### src/hw/rtl/yuv_to_rgb_crop_converter_unit_defines.svh
// Assertion macros shared by the RTL of the YUV to RGB crop converter.
// No dependencies; included by the files that carry concurrent assertions.
`ifndef YUV_TO_RGB_CROP_CONVERTER_UNIT_DEFINES_SVH
`define YUV_TO_RGB_CROP_CONVERTER_UNIT_DEFINES_SVH

// Same-cycle implication, checked outside reset.
`define YRC_ASSERT_SAME(label, clk, rstn, ante, cons, msg) \
    label: assert property (@(posedge clk) disable iff (!(rstn)) (ante) |-> (cons)) \
        else $error(msg);

// Next-cycle implication, checked outside reset.
`define YRC_ASSERT_NEXT(label, clk, rstn, ante, cons, msg) \
    label: assert property (@(posedge clk) disable iff (!(rstn)) (ante) |=> (cons)) \
        else $error(msg);

`endif

### src/hw/rtl/yrc_pkg.sv
// Package for the YUV to RGB crop converter: field widths, register codes,
// register reset values, video-range offsets and stage valid flags. No dependencies.
`default_nettype none

package yrc_pkg;

    localparam int COORD_W  = 11;
    localparam int SAMPLE_W = 8;
    localparam int COMP_W   = 8;
    localparam int DIM_W    = 12;
    localparam int SIDE_W   = 10;
    localparam int VMARG_W  = 11;
    localparam int CFG_IDX_W  = 3;
    localparam int CFG_DATA_W = 12;

    typedef enum logic [CFG_IDX_W-1:0] {
        REG_FRAME_WIDTH   = 3'd0,
        REG_FRAME_HEIGHT  = 3'd1,
        REG_SIDE_MARGIN   = 3'd2,
        REG_TOP_MARGIN    = 3'd3,
        REG_BOTTOM_MARGIN = 3'd4,
        REG_BLUE_FIRST    = 3'd5
    } cfg_reg_t;

    localparam logic [DIM_W-1:0]   RST_FRAME_WIDTH   = 12'd1164;
    localparam logic [DIM_W-1:0]   RST_FRAME_HEIGHT  = 12'd874;
    localparam logic [SIDE_W-1:0]  RST_SIDE_MARGIN   = 10'd175;
    localparam logic [VMARG_W-1:0] RST_TOP_MARGIN    = 11'd0;
    localparam logic [VMARG_W-1:0] RST_BOTTOM_MARGIN = 11'd209;
    localparam logic               RST_BLUE_FIRST    = 1'b1;

    // Video-range offsets for luma and chroma.
    localparam logic [SAMPLE_W:0] LUMA_OFFSET   = 9'd16;
    localparam logic [SAMPLE_W:0] CHROMA_OFFSET = 9'd128;

    // Stage valid flags handed between pipeline stages.
    typedef struct packed {
        logic v1;
        logic v2;
        logic v3;
    } stage_valid_t;

endpackage

`default_nettype wire

### src/hw/rtl/yuv_to_rgb_crop_converter_unit.sv
// Top level of the YUV to RGB crop converter: crop test, BT.601 conversion
// and component ordering. Depends on yrc_pkg and the assertion macro header.
//
//  Channel | Ports                                   | Handshake
//  --------+-----------------------------------------+-------------------------
//  input   | s_luma s_chroma_blue s_chroma_red ...   | s_valid / s_ready
//  result  | m_first_component m_green_component ... | m_valid / m_ready
//  config  | cfg_index cfg_wdata                     | cfg_we, no wait
//
// One pixel per cycle is accepted while s_ready is high; a kept pixel passes
// four register stages (input compare, multiply, sum, shift and clamp), the
// last of which drives m_valid and the result.
// Pixels outside the crop window leave no result; they pass on as empty slots.
// Each stage holds while the stage after it is full and stalled, so s_ready
// falls only when every stage holds a pixel and m_ready is low.
// Reset clears the valid flags and loads the register reset values.
`default_nettype none
`include "yuv_to_rgb_crop_converter_unit_defines.svh"

module yuv_to_rgb_crop_converter_unit #(
    parameter int COEF_FRAC_BITS = 10
) (
    input  wire logic                          aclk,
    input  wire logic                          aresetn,
    input  wire logic                          cfg_we,
    input  wire logic [yrc_pkg::CFG_IDX_W-1:0] cfg_index,
    input  wire logic [yrc_pkg::CFG_DATA_W-1:0] cfg_wdata,
    input  wire logic                          s_valid,
    output logic                               s_ready,
    input  wire logic [yrc_pkg::SAMPLE_W-1:0]  s_luma,
    input  wire logic [yrc_pkg::SAMPLE_W-1:0]  s_chroma_blue,
    input  wire logic [yrc_pkg::SAMPLE_W-1:0]  s_chroma_red,
    input  wire logic [yrc_pkg::COORD_W-1:0]   s_column,
    input  wire logic [yrc_pkg::COORD_W-1:0]   s_row,
    output logic                               m_valid,
    input  wire logic                          m_ready,
    output logic [yrc_pkg::COMP_W-1:0]         m_first_component,
    output logic [yrc_pkg::COMP_W-1:0]         m_green_component,
    output logic [yrc_pkg::COMP_W-1:0]         m_third_component
);
    import yrc_pkg::*;

    // Coefficients rounded to nearest at COEF_FRAC_BITS fraction bits.
    localparam int K_Y_INT  = ((1164 << COEF_FRAC_BITS) + 500) / 1000;
    localparam int K_RV_INT = ((1596 << COEF_FRAC_BITS) + 500) / 1000;
    localparam int K_GV_INT = ((813 << COEF_FRAC_BITS) + 500) / 1000;
    localparam int K_GU_INT = ((391 << COEF_FRAC_BITS) + 500) / 1000;
    localparam int K_BU_INT = ((2018 << COEF_FRAC_BITS) + 500) / 1000;

    // Three-term sums stay below 2^(COEF_FRAC_BITS+11) in magnitude.
    localparam int PW  = COEF_FRAC_BITS + 12;
    localparam int QW  = PW - COEF_FRAC_BITS;
    localparam int EDW = DIM_W + 1;

    localparam logic signed [PW-1:0] K_Y  = PW'(K_Y_INT);
    localparam logic signed [PW-1:0] K_RV = PW'(K_RV_INT);
    localparam logic signed [PW-1:0] K_GV = PW'(K_GV_INT);
    localparam logic signed [PW-1:0] K_GU = PW'(K_GU_INT);
    localparam logic signed [PW-1:0] K_BU = PW'(K_BU_INT);

    // Configuration registers.
    logic [DIM_W-1:0]   frame_width_reg;
    logic [DIM_W-1:0]   frame_height_reg;
    logic [SIDE_W-1:0]  side_margin_reg;
    logic [VMARG_W-1:0] top_margin_reg;
    logic [VMARG_W-1:0] bottom_margin_reg;
    logic               blue_first_reg;

    always_ff @(posedge aclk) begin
        if (!aresetn) begin
            frame_width_reg   <= RST_FRAME_WIDTH;
            frame_height_reg  <= RST_FRAME_HEIGHT;
            side_margin_reg   <= RST_SIDE_MARGIN;
            top_margin_reg    <= RST_TOP_MARGIN;
            bottom_margin_reg <= RST_BOTTOM_MARGIN;
            blue_first_reg    <= RST_BLUE_FIRST;
        end else if (cfg_we) begin
            unique case (cfg_index)
                REG_FRAME_WIDTH:   frame_width_reg   <= cfg_wdata[DIM_W-1:0];
                REG_FRAME_HEIGHT:  frame_height_reg  <= cfg_wdata[DIM_W-1:0];
                REG_SIDE_MARGIN:   side_margin_reg   <= cfg_wdata[SIDE_W-1:0];
                REG_TOP_MARGIN:    top_margin_reg    <= cfg_wdata[VMARG_W-1:0];
                REG_BOTTOM_MARGIN: bottom_margin_reg <= cfg_wdata[VMARG_W-1:0];
                REG_BLUE_FIRST:    blue_first_reg    <= cfg_wdata[0];
                default: begin
                end
            endcase
        end
    end

    // Stage flow control: a stage loads when it is empty or drains this cycle.
    stage_valid_t vld;
    logic         rdy1, rdy2, rdy3, rdy4;

    assign rdy4    = !m_valid || m_ready;
    assign rdy3    = !vld.v3 || rdy4;
    assign rdy2    = !vld.v2 || rdy3;
    assign rdy1    = !vld.v1 || rdy2;
    assign s_ready = rdy1;

    // Stage 1: crop test and offset removal.
    logic signed [EDW-1:0]      right_edge, bottom_edge;
    logic                       keep_next;
    logic signed [SAMPLE_W:0]   dy_next, du_next, dv_next;
    logic signed [SAMPLE_W:0]   dy_reg, du_reg, dv_reg;
    logic                       v1_reg;

    always_comb begin
        right_edge  = $signed({1'b0, frame_width_reg}) - $signed(EDW'(side_margin_reg));
        bottom_edge = $signed({1'b0, frame_height_reg}) - $signed(EDW'(bottom_margin_reg));
        keep_next   = (s_column >= COORD_W'(side_margin_reg))
                   && ($signed(EDW'(s_column)) < right_edge)
                   && (s_row >= top_margin_reg)
                   && ($signed(EDW'(s_row)) < bottom_edge);
        dy_next = $signed({1'b0, s_luma}) - $signed(LUMA_OFFSET);
        du_next = $signed({1'b0, s_chroma_blue}) - $signed(CHROMA_OFFSET);
        dv_next = $signed({1'b0, s_chroma_red}) - $signed(CHROMA_OFFSET);
    end

    always_ff @(posedge aclk) begin
        if (!aresetn) begin
            v1_reg <= 1'b0;
        end else if (rdy1) begin
            v1_reg <= s_valid && keep_next;
        end
    end

    always_ff @(posedge aclk) begin
        if (rdy1) begin
            dy_reg <= dy_next;
            du_reg <= du_next;
            dv_reg <= dv_next;
        end
    end

    // Stage 2: constant multiplications.
    logic signed [PW-1:0] py_next, prv_next, pgv_next, pgu_next, pbu_next;
    logic signed [PW-1:0] py_reg, prv_reg, pgv_reg, pgu_reg, pbu_reg;
    logic                 v2_reg;

    always_comb begin
        py_next  = K_Y  * PW'(dy_reg);
        prv_next = K_RV * PW'(dv_reg);
        pgv_next = K_GV * PW'(dv_reg);
        pgu_next = K_GU * PW'(du_reg);
        pbu_next = K_BU * PW'(du_reg);
    end

    always_ff @(posedge aclk) begin
        if (!aresetn) begin
            v2_reg <= 1'b0;
        end else if (rdy2) begin
            v2_reg <= v1_reg;
        end
    end

    always_ff @(posedge aclk) begin
        if (rdy2) begin
            py_reg  <= py_next;
            prv_reg <= prv_next;
            pgv_reg <= pgv_next;
            pgu_reg <= pgu_next;
            pbu_reg <= pbu_next;
        end
    end

    // Stage 3: component sums.
    logic signed [PW-1:0] r_sum_next, g_sum_next, b_sum_next;
    logic signed [PW-1:0] r_sum_reg, g_sum_reg, b_sum_reg;
    logic                 v3_reg;

    always_comb begin
        r_sum_next = py_reg + prv_reg;
        g_sum_next = py_reg - pgv_reg - pgu_reg;
        b_sum_next = py_reg + pbu_reg;
    end

    always_ff @(posedge aclk) begin
        if (!aresetn) begin
            v3_reg <= 1'b0;
        end else if (rdy3) begin
            v3_reg <= v2_reg;
        end
    end

    always_ff @(posedge aclk) begin
        if (rdy3) begin
            r_sum_reg <= r_sum_next;
            g_sum_reg <= g_sum_next;
            b_sum_reg <= b_sum_next;
        end
    end

    assign vld.v1 = v1_reg;
    assign vld.v2 = v2_reg;
    assign vld.v3 = v3_reg;

    // Stage 4: floor shift, clamp, ordering into the output register.
    function automatic logic [COMP_W-1:0] clamp_comp(input logic signed [PW-1:0] sum);
        logic signed [QW-1:0] q;
        q = QW'(sum >>> COEF_FRAC_BITS);
        if (q < 0) begin
            return '0;
        end else if (q > $signed(QW'(255))) begin
            return '1;
        end else begin
            return q[COMP_W-1:0];
        end
    endfunction

    logic [COMP_W-1:0] r_comp, g_comp, b_comp;
    logic [COMP_W-1:0] first_next, third_next;
    logic              m_valid_reg;
    logic [COMP_W-1:0] first_reg, green_reg, third_reg;

    always_comb begin
        r_comp     = clamp_comp(r_sum_reg);
        g_comp     = clamp_comp(g_sum_reg);
        b_comp     = clamp_comp(b_sum_reg);
        first_next = blue_first_reg ? b_comp : r_comp;
        third_next = blue_first_reg ? r_comp : b_comp;
    end

    always_ff @(posedge aclk) begin
        if (!aresetn) begin
            m_valid_reg <= 1'b0;
        end else if (rdy4) begin
            m_valid_reg <= v3_reg;
        end
    end

    always_ff @(posedge aclk) begin
        if (rdy4) begin
            first_reg <= first_next;
            green_reg <= g_comp;
            third_reg <= third_next;
        end
    end

    assign m_valid           = m_valid_reg;
    assign m_first_component = first_reg;
    assign m_green_component = green_reg;
    assign m_third_component = third_reg;

    // The input side stalls only when the output holds a result nobody takes.
    `YRC_ASSERT_SAME(a_ready_only_on_stall, aclk, aresetn, !s_ready, m_valid && !m_ready, "input stalled without output backpressure")
    // A pixel in the sum stage always reaches the output register.
    `YRC_ASSERT_NEXT(a_sum_reaches_output, aclk, aresetn, v3_reg && rdy4, m_valid, "pixel lost between sum stage and output")
    // A stalled multiply stage keeps its pixel.
    `YRC_ASSERT_NEXT(a_mult_stage_holds, aclk, aresetn, v2_reg && !rdy3, v2_reg, "multiply stage dropped a stalled pixel")

endmodule

`default_nettype wire

### config.mk
export PLATFORM = sky130hd
export DESIGN_NAME = yuv_to_rgb_crop_converter_unit
export DESIGN_NICKNAME = d
export VERILOG_FILES = /design/src/hw/rtl/yrc_pkg.sv /design/src/hw/rtl/yuv_to_rgb_crop_converter_unit.sv
export VERILOG_INCLUDE_DIRS = /design/src /design/src/hw/rtl
export SDC_FILE = /design/constraint.sdc
export NUM_CORES = 1
export LEC_CHECK = 0
export BUFFER_PORTS_ARGS = -buffer_cell sky130_fd_sc_hd__buf_2
export CAP_MARGIN = 20
export CELL_PAD_IN_SITES_DETAIL_PLACEMENT = 1
export CELL_PAD_IN_SITES_GLOBAL_PLACEMENT = 1
export CORE_ASPECT_RATIO = 0.75
export CORE_MARGIN = 2
export CORE_UTILIZATION = 54
export DETAILED_ROUTE_END_ITERATION = 7
export PLACE_DENSITY_LB_ADDON = 0.1
export SLEW_MARGIN = 20
export SYNTH_ARGS = -nofsm -noshare
export SYNTH_HDL_FRONTEND = slang
export SYNTH_SLANG_ARGS = --single-unit
### constraint.sdc
create_clock -name aclk -period 8.2 [get_ports aclk]
set_clock_uncertainty 0.1 [all_clocks]
set_input_delay 1.23 -clock aclk [delete_from_list [all_inputs] [get_ports aclk]]
set_output_delay 1.23 -clock aclk [all_outputs]
set_load 0.01 [all_outputs]
[Word level (Yosys, flattened, before mapping)]
Index checks and enable logic that the tools add are counted.
Storage, ports and cells
  word-level logic and storage cells: 79
  bits in registers: 279
  input bits: 66
Operators by class
  eq/ne operators: 5
  multiplexer cells: 7
  add/subtract/negate cells: 9
  reduce and logical (&&, ||, !) cells: 19
  multipliers: 5
  $lt $le $gt $ge: 10
Operator list (number)
  $mux 8: 7
  $add 22x22->22: 2
  $sub 22x22->22: 2
  $mul 11x9->20 const A: 2
  $gt 12x9->1 const B: 3
  $lt 12x1->1 const B: 3
  $lt 12x13->1: 2
  $mul 12x9->21 const A: 1
  $mul 9x9->18 const A: 1
  $sub 8x8->9 const B: 2
  $mul 6x9->15 const A: 1
  $sub 12x10->13: 1
  $sub 12x11->13: 1
  $reduce_and 2->1: 6
  $ge 11x10->1: 1
  $ge 11x11->1: 1
  $sub 8x5->9 const B: 1
  $eq 3x2->1 const B: 2
  $eq 3x3->1 const B: 2
  $logic_and 1x1->1: 4
  $logic_not 1->1: 4
  $logic_or 1x1->1: 4
  $eq 3x1->1 const B: 1
  $logic_not 3->1: 1

[Longest topological paths before layout]
  depth after elaboration: 6
  mapped depth: 19

[Least setup slack after synthesis]
Ideal clock, no wire load.
  path kind: register to register
  from: reg dv_reg[7]
  to: reg pgv_reg[18] (data pin)
  setup time: 260 ps
  cell stages (with the launch flop): 16
  data required time: 7840 ps
  buffers on the path: 0
  path slack: 3620 ps
  clock period less this slack: 4580 ps
  arrival: 4220 ps
  cells stage by stage: edfxtp_1 > inv_1 > ha_1 > inv_1 > ha_1 > fa_1 > fa_1 > ha_1 > ha_1 > a31o_2 > a21o_1 > a21o_1 > a21o_1 > a21oi_1 > o21bai_1 > xnor2_1
Between the ends
  longest elaborated chain between the ends: 1
Ends and longest elaborated chain
  start: declaration: RTL line yuv_to_rgb_crop_converter_unit.sv:105  | logic signed [SAMPLE_W:0] dy_reg, du_reg, dv_reg;
  start signal: assignment: RTL line yuv_to_rgb_crop_converter_unit.sv:132  | dv_reg <= dv_next;
  $mul 11x9->20: RTL line yuv_to_rgb_crop_converter_unit.sv:144  | pgv_next = K_GV * PW'(dv_reg);
  named net pgv_next[18]: RTL line yuv_to_rgb_crop_converter_unit.sv:137  | logic signed [PW-1:0] py_next, prv_next, pgv_next, pgu_next, pbu_next;
  end signal: assignment: RTL line yuv_to_rgb_crop_converter_unit.sv:161  | pgv_reg <= pgv_next;
  end: declaration: RTL line yuv_to_rgb_crop_converter_unit.sv:138  | logic signed [PW-1:0] py_reg, prv_reg, pgv_reg, pgu_reg, pbu_reg;
The timed path passes the listed nets, and every way through them passes these cells.
A chain may end at the register's enable or synchronous reset.

[Worst setup path in the final report]
  from: reg dv_reg[7]
  to: reg pgv_reg[20] (data pin)
Same word-level chain as after synthesis.

==> flow_summary.json <==
{
  "status": "finished clean",
  "die_y_um": 159,
  "antenna_found_initial": 1,
  "die_area_mm2": 0.0334,
  "p_leak_nw": 8.83,
  "wl_mm": 42.5,
  "vias": 11947,
  "hp-class": "reg -> reg",
  "peakVddDrop_mv": 0.191,
  "cp-start-kind": "register",
  "crit_arrival_ps": 5370,
  "syn_inst": 1614,
  "synth_flop_cell": "edfxtp_1",
  "antenna_cells": 0,
  "die_x_um": 210,
  "cts_resized": 0,
  "layout_commonest_cell": "ha_1",
  "coreArea_mm2": 0.0313,
  "final_util_pct": 60.4,
  "ant_nets": 0,
  "clkLatencyLatePin_ps": 550,
  "numCtsBuffers": 26,
  "hold_viol": 0,
  "viasPerCell": 5.59,
  "grt_first_pass_wirelength_mm": 68.0,
  "final.min_clock_period_ps": 5220,
  "clock-sinks": 232,
  "drtPass1Iterations": 4,
  "finalPower_w": 0.00603,
  "path_cells": "inv_1, ha_1, inv_1, ha_1, fa_1, fa_1, ha_1, ha_1, a31oi_1, nor2b_1, o21a_1, o21ai_0, nand2b_1, a21oi_1, o21ba_2, xnor2_1",
  "cts_buffer_depth": 3,
  "hpwl_mm": 33.5,
  "post-route-period-util_pct": 63.6,
  "grt_max_degree": 87,
  "crit_path_max_fanout": 16,
  "largest_register_ff_count": 21,
  "synth-edff-count": 171,
  "critical-path-max-stage-delay_ps": 830,
  "cts_htree_levels": 1,
  "endpoint_kind": "register",
  "layout-drive-gt1-share_pct": 10.6,
  "synth_nets": 2069,
  "globalplace.congestion": 0.865,
  "synth_seq_cells": 232,
  "worstHoldStart": "top_margin_reg[1]",
  "final_cell_mix": "327 x ha_1, 190 x inv_1, 171 x edfxtp_1",
  "grt_pass1_vias": 12799,
  "switching_share_pct": 39.3,
  "cts-hold-fix-buffers": 0,
  "clk_pin_slew_ps": 60,
  "timing.fmax_mhz": 192,
  "area_delta_synth_final_pct": 9.88,
  "floorplan.initialDensity_pct": 55.0,
  "grt_setup_unrepaired": "no",
  "criticalPathCategory": "reg -> reg",
  "slowest_stage": "edfxtp_1",
  "row_count": 56,
  "startpoint": "dv_reg[7]",
  "p_comb_share_pct": 48.9,
  "io-pin-count": 92,
  "slew_headroom_pct": 32.3,
  "drv_slew": 0,
  "cts_setup_buffers": 0,
  "yosysSeqAreaShare_pct": 36.9,
  "post-route-drc-count": 0,
  "grt.overflow.total": 0,
  "design_area_mm2": 0.0189,
  "final_nets": 2167,
  "cts_root_buf": "clkbuf_16",
  "crit_top_cell": "ha_1",
  "async_flop_share_pct": 0,
  "wire_per_inst_um": 19.9,
  "worst_slew_pin_slew_ps": 1010,
  "drv_cap": 0,
  "tritoncts": "done",
  "power.internal_w": 0.00366,
  "pwr-share-clk_pct": 18.4,
  "netSwitchingPower_w": 0.00237,
  "timing.rr.start": "dv_reg[7]",
  "seqPwrFrac_pct": 32.7,
  "yosys.cell_types.count": 66,
  "grtUsageTotal_pct": 26.4,
  "synth_area_mm2": 0.0172,
  "powerDensity_mw_per_mm2": 318,
  "finalSetupViolations": 0,
  "yosys_warnings": 0,
  "placed_area_mm2": 0.0181,
  "tns_ps": 0,
  "required_ps": 8350,
  "syn_area_per_cell_um2": 10.7,
  "port_buffers": 91,
  "first_iter_violations": 678
}
## power groups by stage
stage	Clock (W)	Sequential, W	Combinational [W]
floorplan	0	0.00193	0.00211
global placement	0	0.00198	0.00271
detailed placement	0	0.00199	0.00287
global route	0.00118	0.00200	0.00329
CTS	0.00113	0.00197	0.00293
finish	0.00111	0.00197	0.00295
## worst paths after layout
check	to	slack [ps]	cells after the start
setup / recovery	pgv_reg[20]	2980	16
hold / removal	top_margin_reg[1]	360	2
setup reg to reg	pgv_reg[20]	2980	16
hold reg to reg	top_margin_reg[1]	360	2
## kinds of logic (layout without fill, tap and decap cells)
logic type / Yosys count / after routing / synth area share (%)
XOR/XNOR: 106 / 106 / 5.39
buffers and inverters: 218 / 334 / 4.75
AND/OR/NAND/NOR: 374 / 374 / 9.75
adder cells (fa/ha/maj): 389 / 389 / 31.0
multiplexers: 19 / 19 / 1.22
AO/OA/AOI/OAI: 276 / 276 / 11.0
flip-flops: 232 / 232 / 36.9
## metrics by stage
step                      instances  setup WS (ps)  hold slack [ps]
after detailed placement       2090           2980              363
after floorplan                1614           3620              343
after CTS                      2136           2940              371
after global routing           2136           2660              394
final                          2136           2980              362
after global placement         2090           3180              356
## Yosys cell counts (all sizes together) (3+ instances only)
library cell	instances	area, um^2
fa	62	1240
ha	327	4090
and2	6	37.5
nand2b	16	100
nor3	22	115
a211oi	9	77.6
a21o	26	195
nor3b	3	22.5
xor2	31	272
or3	8	50.1
nand3	31	155
nand2	136	510
edfxtp	171	5130
a21oi	78	409
nand4	7	43.8
nor2b	16	100
a31o	5	43.8
o21a	19	143
o21ai	36	180
a31oi	8	56.3
o21bai	14	109
o31ai	6	45.0
o211ai	13	97.6
inv	192	721
or2	9	56.3
nor2	109	409
a41o	3	31.3
a21boi	37	278
dfxtp	61	1220
mux2	16	180
and3	5	32.5
clkbuf	25	93.8
mux2i	3	30.0
xnor2	75	657
## critical path, delay by kind of cell (launching register included)
family	cells	cell delay, ps
compound gates	5	1040
xor+xnor	1	70
fa+ha+maj	6	2370
buf+inv	2	370
flops	1	830
simple gates	2	160
## layer usage
| layer | part of all wire [%] | global-route usage, % | wire length (um) |
|---|---|---|---|
| met1 | 50 | 37.9 | 21100 |
| met2 | 45 | 43.3 | 19100 |
| met3 | 3.5 | 3.14 | 1490 |
| met4 | 1.9 | 5.13 | 787 |
| met5 | 0 | 0 | 0 |
## layout make-up
cell class                 instances  area [um^2]
clock buffer                      35          727
inverter                         192          722
multi-input combinational       1164        10100
clock inverter                    11         56.3
tap                              406          508
sequential                       232         6360
fill                            3363        12400
timing repair buffer              96          499
Note: power is estimated with default switching activity, not from simulation.
